$ cat src/sv/rcef_pkg.sv
package rcef_pkg;

  // Template characters
  localparam logic [7:0] ChPercent = 8'h25;  // '%'
  localparam logic [7:0] ChDec     = 8'h64;  // 'd'
  localparam logic [7:0] ChThree   = 8'h33;  // '3'
  localparam logic [7:0] ChTwo     = 8'h32;  // '2'
  localparam logic [7:0] ChDot     = 8'h2e;  // '.'
  localparam logic [7:0] ChPlus    = 8'h2b;  // '+'
  localparam logic [7:0] ChMinus   = 8'h2d;  // '-'
  localparam logic [7:0] ChZero    = 8'h30;  // '0', also the digit OR mask

  // Depth of the command queue between front and back
  localparam int unsigned QueueDepth = 2;

  // How the back end expands one command into characters
  typedef enum logic [1:0] {
    KIND_ONE,        // c0 only
    KIND_TWO_SMALL,  // tens and ones of rem
    KIND_TWO_DIV,    // c0, then rem as a digit
    KIND_THREE       // c0, then tens and ones of rem
  } kind_e;

  typedef struct packed {
    kind_e      kind;
    logic [7:0] c0;
    logic [6:0] rem;
  } cmd_t;

  // Tens digit of a value below 100
  function automatic logic [3:0] dec_tens(input logic [6:0] v);
    logic [14:0] p;
    p = 15'(v) * 15'd205;
    return p[14:11];
  endfunction

  // Ones digit of a value below 100
  function automatic logic [3:0] dec_ones(input logic [6:0] v);
    logic [6:0] t10;
    t10 = 7'(dec_tens(v)) * 7'd10;
    return 4'(v - t10);
  endfunction

endpackage

$ cat src/sv/rcef_front.sv
module rcef_front #(
  parameter int unsigned COUNT_WIDTH = 16
) (
  input  logic               clk_i,
  input  logic               rst_ni,
  input  logic               push_i,
  input  logic [7:0]         ch_i,
  input  logic               start_req_i,
  input  logic [15:0]        start_count_i,
  output logic               full_o,
  input  logic               q_full_i,
  output logic               q_push_o,
  output rcef_pkg::cmd_t     q_cmd_o
);

  localparam logic [63:0] Pow = 64'd1 << COUNT_WIDTH;
  localparam logic [COUNT_WIDTH-1:0] Recip10  = COUNT_WIDTH'(Pow / 10);
  localparam logic [COUNT_WIDTH-1:0] Recip100 = COUNT_WIDTH'(Pow / 100);
  localparam logic [COUNT_WIDTH-1:0] Ten      = COUNT_WIDTH'(10);
  localparam logic [COUNT_WIDTH-1:0] Hundred  = COUNT_WIDTH'(100);

  typedef enum logic [1:0] {
    MODE_NORMAL,
    MODE_ESC,
    MODE_ADD,
    MODE_SUB
  } mode_e;

  typedef enum logic [1:0] {
    ST_RUN,
    ST_MUL,
    ST_FIX
  } state_e;

  state_e                 state_q, state_d;
  mode_e                  mode_q, mode_d;
  logic [COUNT_WIDTH-1:0] count_q, count_d;
  logic [COUNT_WIDTH-1:0] quot_q, quot_d;
  logic                   sel100_q, sel100_d;

  logic                     accept;
  mode_e                    mode_eff;
  logic [COUNT_WIDTH-1:0]   cnt_eff;
  logic                     lt10, lt100;
  logic [2*COUNT_WIDTH-1:0] prod;
  logic [COUNT_WIDTH-1:0]   qd, rem0, rem1, quot_fix, div_const;

  assign full_o = (state_q != ST_RUN) || q_full_i;
  assign accept = push_i && !full_o;

  // Start request reloads the count and leaves escape mode
  assign cnt_eff  = start_req_i ? COUNT_WIDTH'(start_count_i) : count_q;
  assign mode_eff = start_req_i ? MODE_NORMAL : mode_q;
  assign lt10     = cnt_eff < Ten;
  assign lt100    = cnt_eff < Hundred;

  // Reciprocal estimate of the quotient, low by at most one
  assign prod = {{COUNT_WIDTH{1'b0}}, count_q} *
                {{COUNT_WIDTH{1'b0}}, (sel100_q ? Recip100 : Recip10)};

  // Remainder of the estimate, then one correction step
  assign div_const = sel100_q ? Hundred : Ten;
  assign qd        = sel100_q ? ((quot_q << 6) + (quot_q << 5) + (quot_q << 2))
                              : ((quot_q << 3) + (quot_q << 1));
  assign rem0      = count_q - qd;
  assign rem1      = (rem0 >= div_const) ? (rem0 - div_const) : rem0;
  assign quot_fix  = (rem0 >= div_const) ? (quot_q + 1'b1) : quot_q;

  always_comb begin
    state_d  = state_q;
    mode_d   = mode_q;
    count_d  = count_q;
    quot_d   = quot_q;
    sel100_d = sel100_q;
    q_push_o = 1'b0;
    q_cmd_o  = '{kind: rcef_pkg::KIND_ONE, c0: ch_i, rem: cnt_eff[6:0]};

    unique case (state_q)
      ST_RUN: begin
        if (accept) begin
          count_d = cnt_eff;
          mode_d  = MODE_NORMAL;
          unique case (mode_eff)
            MODE_NORMAL: begin
              if (ch_i == rcef_pkg::ChPercent) begin
                mode_d = MODE_ESC;
              end else begin
                q_push_o = 1'b1;
              end
            end
            MODE_ADD: count_d = cnt_eff + COUNT_WIDTH'(ch_i);
            MODE_SUB: count_d = cnt_eff - COUNT_WIDTH'(ch_i);
            MODE_ESC: begin
              priority if (ch_i == rcef_pkg::ChDec) begin
                if (lt10) begin
                  q_push_o   = 1'b1;
                  q_cmd_o.c0 = rcef_pkg::ChZero | {4'h0, cnt_eff[3:0]};
                end else if (lt100) begin
                  q_push_o     = 1'b1;
                  q_cmd_o.kind = rcef_pkg::KIND_TWO_SMALL;
                end else begin
                  sel100_d = 1'b1;
                  state_d  = ST_MUL;
                end
              end else if (ch_i == rcef_pkg::ChThree) begin
                if (lt100) begin
                  q_push_o     = 1'b1;
                  q_cmd_o.kind = rcef_pkg::KIND_THREE;
                  q_cmd_o.c0   = rcef_pkg::ChZero;
                end else begin
                  sel100_d = 1'b1;
                  state_d  = ST_MUL;
                end
              end else if (ch_i == rcef_pkg::ChTwo) begin
                if (lt100) begin
                  q_push_o     = 1'b1;
                  q_cmd_o.kind = rcef_pkg::KIND_TWO_SMALL;
                end else begin
                  sel100_d = 1'b0;
                  state_d  = ST_MUL;
                end
              end else if (ch_i == rcef_pkg::ChDot) begin
                q_push_o   = 1'b1;
                q_cmd_o.c0 = cnt_eff[7:0];
              end else if (ch_i == rcef_pkg::ChPlus) begin
                mode_d = MODE_ADD;
              end else if (ch_i == rcef_pkg::ChMinus) begin
                mode_d = MODE_SUB;
              end else begin
                q_push_o = 1'b1;
              end
            end
            default: mode_d = MODE_NORMAL;
          endcase
        end
      end
      ST_MUL: begin
        quot_d  = prod[2*COUNT_WIDTH-1:COUNT_WIDTH];
        state_d = ST_FIX;
      end
      ST_FIX: begin
        // Queue had room at accept and only drained since
        q_push_o     = 1'b1;
        q_cmd_o.kind = sel100_q ? rcef_pkg::KIND_THREE : rcef_pkg::KIND_TWO_DIV;
        q_cmd_o.c0   = quot_fix[7:0] | rcef_pkg::ChZero;
        q_cmd_o.rem  = rem1[6:0];
        if (sel100_q) begin
          count_d = COUNT_WIDTH'(rem1[6:0]);
        end
        state_d = ST_RUN;
      end
      default: state_d = ST_RUN;
    endcase
  end

  // Hold state, mode, count and divider registers
  always_ff @(posedge clk_i or negedge rst_ni) begin
    if (!rst_ni) begin
      state_q  <= ST_RUN;
      mode_q   <= MODE_NORMAL;
      count_q  <= '0;
      sel100_q <= 1'b0;
    end else begin
      state_q  <= state_d;
      mode_q   <= mode_d;
      count_q  <= count_d;
      sel100_q <= sel100_d;
    end
  end

  always_ff @(posedge clk_i) begin
    quot_q <= quot_d;
  end

endmodule

$ cat src/sv/rcef_queue.sv
module rcef_queue (
  input  logic           clk_i,
  input  logic           rst_ni,
  input  logic           push_i,
  input  rcef_pkg::cmd_t cmd_i,
  output logic           full_o,
  input  logic           pop_i,
  output logic           empty_o,
  output rcef_pkg::cmd_t head_o
);

  localparam int unsigned PtrW = $clog2(rcef_pkg::QueueDepth);
  localparam logic [PtrW:0] DepthN = (PtrW + 1)'(rcef_pkg::QueueDepth);
  localparam logic [PtrW-1:0] LastIdx = PtrW'(rcef_pkg::QueueDepth - 1);

  rcef_pkg::cmd_t mem_q [rcef_pkg::QueueDepth];
  logic [PtrW-1:0] wr_q, rd_q;
  logic [PtrW:0]   fill_q;
  logic            do_push, do_pop;

  assign full_o  = fill_q == DepthN;
  assign empty_o = fill_q == '0;
  assign do_push = push_i && !full_o;
  assign do_pop  = pop_i && !empty_o;
  assign head_o  = mem_q[rd_q];

  // Advance pointers and fill level
  always_ff @(posedge clk_i or negedge rst_ni) begin
    if (!rst_ni) begin
      wr_q   <= '0;
      rd_q   <= '0;
      fill_q <= '0;
    end else begin
      if (do_push) begin
        wr_q <= (wr_q == LastIdx) ? '0 : wr_q + 1'b1;
      end
      if (do_pop) begin
        rd_q <= (rd_q == LastIdx) ? '0 : rd_q + 1'b1;
      end
      fill_q <= fill_q + (PtrW + 1)'(do_push) - (PtrW + 1)'(do_pop);
    end
  end

  // Store the pushed command
  always_ff @(posedge clk_i) begin
    if (do_push) begin
      mem_q[wr_q] <= cmd_i;
    end
  end

endmodule

$ cat src/sv/rcef_back.sv
module rcef_back (
  input  logic           clk_i,
  input  logic           rst_ni,
  input  logic           q_empty_i,
  input  rcef_pkg::cmd_t q_head_i,
  output logic           q_pop_o,
  output logic           empty_o,
  input  logic           pop_i,
  output logic [7:0]     out_char_o,
  output logic           last_o
);

  logic       valid_q;
  logic [1:0] idx_q;
  logic [7:0] char_q;
  logic       last_q;

  logic       load;
  logic [7:0] sel_char;
  logic [1:0] last_idx;
  logic [7:0] tens_ch, ones_ch;

  assign tens_ch = rcef_pkg::ChZero | {4'h0, rcef_pkg::dec_tens(q_head_i.rem)};
  assign ones_ch = rcef_pkg::ChZero | {4'h0, rcef_pkg::dec_ones(q_head_i.rem)};

  // Pick the character at the current position of the head command
  always_comb begin
    sel_char = q_head_i.c0;
    last_idx = 2'd0;
    unique case (q_head_i.kind)
      rcef_pkg::KIND_ONE: begin
        sel_char = q_head_i.c0;
        last_idx = 2'd0;
      end
      rcef_pkg::KIND_TWO_SMALL: begin
        sel_char = (idx_q == 2'd0) ? tens_ch : ones_ch;
        last_idx = 2'd1;
      end
      rcef_pkg::KIND_TWO_DIV: begin
        sel_char = (idx_q == 2'd0) ? q_head_i.c0
                                   : (rcef_pkg::ChZero | {4'h0, q_head_i.rem[3:0]});
        last_idx = 2'd1;
      end
      rcef_pkg::KIND_THREE: begin
        sel_char = (idx_q == 2'd0) ? q_head_i.c0 : ((idx_q == 2'd1) ? tens_ch : ones_ch);
        last_idx = 2'd2;
      end
      default: begin
        sel_char = q_head_i.c0;
        last_idx = 2'd0;
      end
    endcase
  end

  assign load    = (!valid_q || pop_i) && !q_empty_i;
  assign q_pop_o = load && (idx_q == last_idx);

  assign empty_o    = !valid_q;
  assign out_char_o = char_q;
  assign last_o     = last_q;

  // Advance through the head command, one character per transaction
  always_ff @(posedge clk_i or negedge rst_ni) begin
    if (!rst_ni) begin
      valid_q <= 1'b0;
      idx_q   <= 2'd0;
    end else if (load) begin
      valid_q <= 1'b1;
      idx_q   <= (idx_q == last_idx) ? 2'd0 : idx_q + 2'd1;
    end else if (pop_i) begin
      valid_q <= 1'b0;
    end
  end

  always_ff @(posedge clk_i) begin
    if (load) begin
      char_q <= sel_char;
      last_q <= idx_q == last_idx;
    end
  end

endmodule

$ cat src/sv/repeat_count_escape_formatter.sv
// Channel  | Handshake            | Payload
// ---------+----------------------+-------------------------------------------
// input    | push / full          | ch_i, start_req_i, start_count_i
// result   | empty / pop          | out_char_o, last_o
//
// A plain character or short escape is taken without holding the input; an escape
// that needs a decimal split of a count of 100 or more holds full while the
// reciprocal multiplier and its correction step run.
// Results leave one per cycle from the output register while pop is high and the
// queue holds commands; a two-entry queue lets both sides stall on their own.
// Reset clears mode, count and the queue pointers and fill level.
module repeat_count_escape_formatter #(
  parameter int unsigned COUNT_WIDTH = 16
) (
  input  logic        clk_i,
  input  logic        rst_ni,
  input  logic        push,
  output logic        full,
  input  logic [7:0]  ch_i,
  input  logic        start_req_i,
  input  logic [15:0] start_count_i,
  output logic        empty,
  input  logic        pop,
  output logic [7:0]  out_char_o,
  output logic        last_o
);

  logic           q_push, q_full, q_pop, q_empty;
  rcef_pkg::cmd_t q_cmd, q_head;

  rcef_front #(
    .COUNT_WIDTH(COUNT_WIDTH)
  ) u_front (
    .clk_i         (clk_i),
    .rst_ni        (rst_ni),
    .push_i        (push),
    .ch_i          (ch_i),
    .start_req_i   (start_req_i),
    .start_count_i (start_count_i),
    .full_o        (full),
    .q_full_i      (q_full),
    .q_push_o      (q_push),
    .q_cmd_o       (q_cmd)
  );

  rcef_queue u_queue (
    .clk_i   (clk_i),
    .rst_ni  (rst_ni),
    .push_i  (q_push),
    .cmd_i   (q_cmd),
    .full_o  (q_full),
    .pop_i   (q_pop),
    .empty_o (q_empty),
    .head_o  (q_head)
  );

  rcef_back u_back (
    .clk_i      (clk_i),
    .rst_ni     (rst_ni),
    .q_empty_i  (q_empty),
    .q_head_i   (q_head),
    .q_pop_o    (q_pop),
    .empty_o    (empty),
    .pop_i      (pop),
    .out_char_o (out_char_o),
    .last_o     (last_o)
  );

endmodule

$ cat config.mk
export PLATFORM = sky130hd
export DESIGN_NAME = repeat_count_escape_formatter
export DESIGN_NICKNAME = d
export VERILOG_FILES = /design/src/sv/rcef_pkg.sv /design/src/sv/rcef_front.sv /design/src/sv/rcef_queue.sv /design/src/sv/rcef_back.sv /design/src/sv/repeat_count_escape_formatter.sv
export SDC_FILE = /design/constraint.sdc
export NUM_CORES = 1
export LEC_CHECK = 0
export ABC_CLOCK_PERIOD_IN_PS = 8100
export BUFFER_PORTS_ARGS = -buffer_cell sky130_fd_sc_hd__buf_4
export CAP_MARGIN = 20
export CORE_MARGIN = 4
export CORE_UTILIZATION = 40
export DETAILED_ROUTE_END_ITERATION = 8
export GPL_ROUTABILITY_DRIVEN = 0
export GPL_TIMING_DRIVEN = 0
export PLACE_DENSITY = 0.63
export SETUP_SLACK_MARGIN = 0.2
export SLEW_MARGIN = 20
export SYNTH_ARGS = -nofsm -noshare
export SYNTH_HDL_FRONTEND = slang
export SYNTH_HIERARCHICAL = 1
export SYNTH_SLANG_ARGS = --single-unit
$ cat constraint.sdc
create_clock -name clk_i -period 8.1 [get_ports clk_i]
set_input_delay 0.81 -clock clk_i [delete_from_list [all_inputs] [get_ports clk_i]]
set_output_delay 0.81 -clock clk_i [all_outputs]
set_load 0.02 [all_outputs]
==> metrics <==
status finished, final reports clean; min Tclk post-route around 7.3 ns; Initial DRC Count 594; num ports 40; Final setup viols 0; Rows 66; CTS Buffer Depth 2; post-CTS setup buffer count 0; HP Class input pin to async pin; grt met3 use under 10%; crit path capture type flop; syn avg cell area around 9.3 um^2; Core Area about 33000 um^2; Post-Syn Area approximately 13000 um^2; final hold viol count 0; Hold Buf Count CTS 0; initial antenna violation count 0; DR WL/cell 16.6 um; Ys Warns 6; Net Count, Synth between 1500 and 2000; Worst Path Buf+Inv 6; commonest non-fill, non-tap cells in the layout ha_1, inv_1, fa_1; I/O Buffers 39; worst path cell trace clkbuf_1 -> clkbuf_1 -> nor2_1 -> ha_1 -> inv_1 -> fa_1 -> inv_1 -> fa_1 -> inv_1 -> fa_1 -> inv_1 -> fa_1 -> ha_1 -> a21o_1 -> a21oi_1 -> nor2b_1 -> a311oi_2 -> a21oi_1 -> o41a_1 -> and4_1 -> nor3_1; r2r setup slk approximately 0.76 ns; Tightest Pin Transition between 0.8 and 0.9 ns; delay-heaviest family, CP adder cells; critical path data arrival time between 7 and 8 ns; HPWL after detailed placement 26300 um; Die H roughly 190 um; fraction of layout cells with a size suffix above 1 slightly above 9%; # DRC 0; number of global-route vias before repair just over 10000; commonest non-fill, non-tap cell in the layout ha_1; GRT met1 Usage 24.5%; Fin Clk Skew 0.0157 ns; Vias per Instance 5.34; drt total wl about 32000 um; Seq. cell area between 2000 and 2500 um^2; ANT nets after route 0; Inserted Diodes 0; highest fanout seen on the critical path 10; # fillers about 3200; critical path class flop to flop; sequential element share of the synthesized area a little under a fifth; Layout area overhead 8.72%; Synth Instances around 1400; Clock Tree Root clkbuf_16; area of the multi-input gates 9830 um^2; EDFF count, synth between 50 and 60; ys flop type edfxtp_1; GR Util met2 a little under a third; GR peak layer met2; DRT Pass-1 Iters 6; required time worst endpoint around 8.3 ns; CP Launch Type flop; Worst R2R Start u_front/sel100_q; pin count of the biggest net entering global routing 29; grt total ovfl 0; Total GRT Usage between 15 and 20%; synthesized flop and latch total 84; RSZ-0062 raised after global routing no; Vias around 10000; Sum Neg Setup Slack 0 ns; Crit. Startpoint u_front/sel100_q; Rel. slew slack a little over two fifths; Post-layout nets around 1800; clock latency on the worst-skew pair approximately 0.35 ns; first-pass GRT wire length approximately 52000 um; Inserted Clock Buffers 9; Slowest-stage cell, CP clkbuf_1; CP peak stage delay 0.67 ns; DIE AREA around 36000 um^2; fmax approximately 0.14 GHz; CTS tree done; Async SR Flop Fraction between 30% and 40%; post-cts resize count 0; H-tree levels 3; Clock Sinks between 80 and 90; Yosys cell types 80; Slew Viols, Final 0; Reg clk slew, reported paths 0.08 ns; Period Utilization, post-route about 91%; die width 190 um; initial core utilization roughly two fifths; Max-cap violations 0
## cells in the mapped netlist (4+ instances only)
| library cell | instances | share of area, % |
|---|---|---|
| ha_1 | 220 | 21 |
| inv_1 | 202 | 5.7 |
| fa_1 | 112 | 17 |
| nor2_1 | 88 | 2.5 |
| a21oi_1 | 81 | 3.1 |
| nand2_1 | 74 | 2.1 |
| edfxtp_1 | 56 | 13 |
| o21ai_0 | 54 | 2.0 |
| xnor2_1 | 44 | 2.9 |
| clkbuf_1 | 36 | 1.0 |
| nor2b_1 | 32 | 1.5 |
| nor3_1 | 30 | 1.1 |
| dfrtp_1 | 28 | 5.3 |
| nand3_1 | 28 | 1.1 |
| xor2_1 | 23 | 1.5 |
| mux2_2 | 22 | 1.9 |
| o21a_1 | 20 | 1.1 |
| mux2i_1 | 19 | 1.4 |
| and2_1 | 18 | 0.85 |
| a21o_1 | 17 | 0.97 |
| or2_2 | 17 | 0.81 |
| a211oi_1 | 12 | 0.68 |
| a31oi_1 | 12 | 0.57 |
| nand2b_1 | 12 | 0.57 |
| and3_1 | 11 | 0.52 |
| mux2_4 | 10 | 1.1 |
| o221ai_1 | 10 | 0.66 |
| o21bai_1 | 9 | 0.51 |
| o31ai_1 | 8 | 0.45 |
| o211ai_1 | 7 | 0.40 |
| or3_1 | 6 | 0.28 |
| or4_1 | 6 | 0.34 |
| nand3b_1 | 5 | 0.28 |
| nand4_1 | 5 | 0.24 |
| buf_2 | 4 | 0.15 |
| buf_6 | 4 | 0.34 |
| nor4_1 | 4 | 0.19 |
| o21ai_1 | 4 | 0.15 |
| o22ai_1 | 4 | 0.19 |
## sequential cells by signal (all words and copies together) (netlist names)
signal / flops
u_queue/fill_q: 2
u_front/quot_q: 13
u_back/last_o: 1
u_front/count_q: 16
u_queue/mem_q: 34
u_back/valid_q: 1
u_front/mode_q: 2
u_queue/wr_q: 1
u_back/idx_q: 2
u_back/out_char_o: 8
u_queue/rd_q: 1
u_front/sel100_q: 1
u_front/state_q: 2
## routing by layer
| metal | vias to the layer above | part of all wire, % |
|---|---|---|
| met5 | - | 0 |
| met4 | 0 | 1.7 |
| met3 | 47 | 4.3 |
| met2 | 245 | 48 |
| met1 | 4942 | 46 |
| li1 | 5001 | - |
## worst paths after layout
| kind | end | cells past startpoint |
|---|---|---|
| setup / recovery | u_front/quot_q[12] | 21 |
| hold / removal | u_front/mode_q[0] | 1 |
| setup reg to reg | u_front/quot_q[12] | 21 |
| hold reg to reg | u_queue/fill_q[1] | 1 |
| max in group asynchronous | u_front/count_q[2] | 1 |
| min in group clk_i | u_queue/fill_q[1] | 1 |
## area by class of cell
type,count,share of cell area (%)
well taps,442,3.85
clock inverters,7,0.531
inverters,202,5.28
repair buffers,39,2.04
plain buffers,50,1.68
multi-input cells,1083,68.5
clock buffers,9,1.57
flip-flops and latches,84,16.6
## worst reg2reg max path, delay by kind of cell (launching register included)
kind                       cells  cell delay [ns]
and+or+nand+nor                4             0.79
AOI/OAI and AO/OA              5             1.61
DFF                            1             0.58
adders and majority gates      6             2.77
buffers and inverters          6             1.42
## cells by family after synthesis
kind of cell	synth area share [%]
other cells	0.0284
mux	4.45
fa+ha+maj	37.8
flops	18.0
compound gates	14.2
xor+xnor	4.62
simple gates	13.3
buf+inv	7.57
## stage by stage
step,instance area [um^2],worst slack (ns),cells,hold slack [ns],utilization [%]
after global routing,14400,0.345,1916,0.406,44.1
after CTS,14400,0.742,1916,0.393,44.1
after detailed placement,14100,0.815,1900,0.497,43.2
final,14400,0.755,1916,0.388,44.1
after floorplan,13200,2.19,1419,0.461,-
after global placement,14100,0.800,1900,0.480,43.2
Power is not shown: default switching activity piles up to over one toggle a cycle in this logic, so the estimate is an artifact.
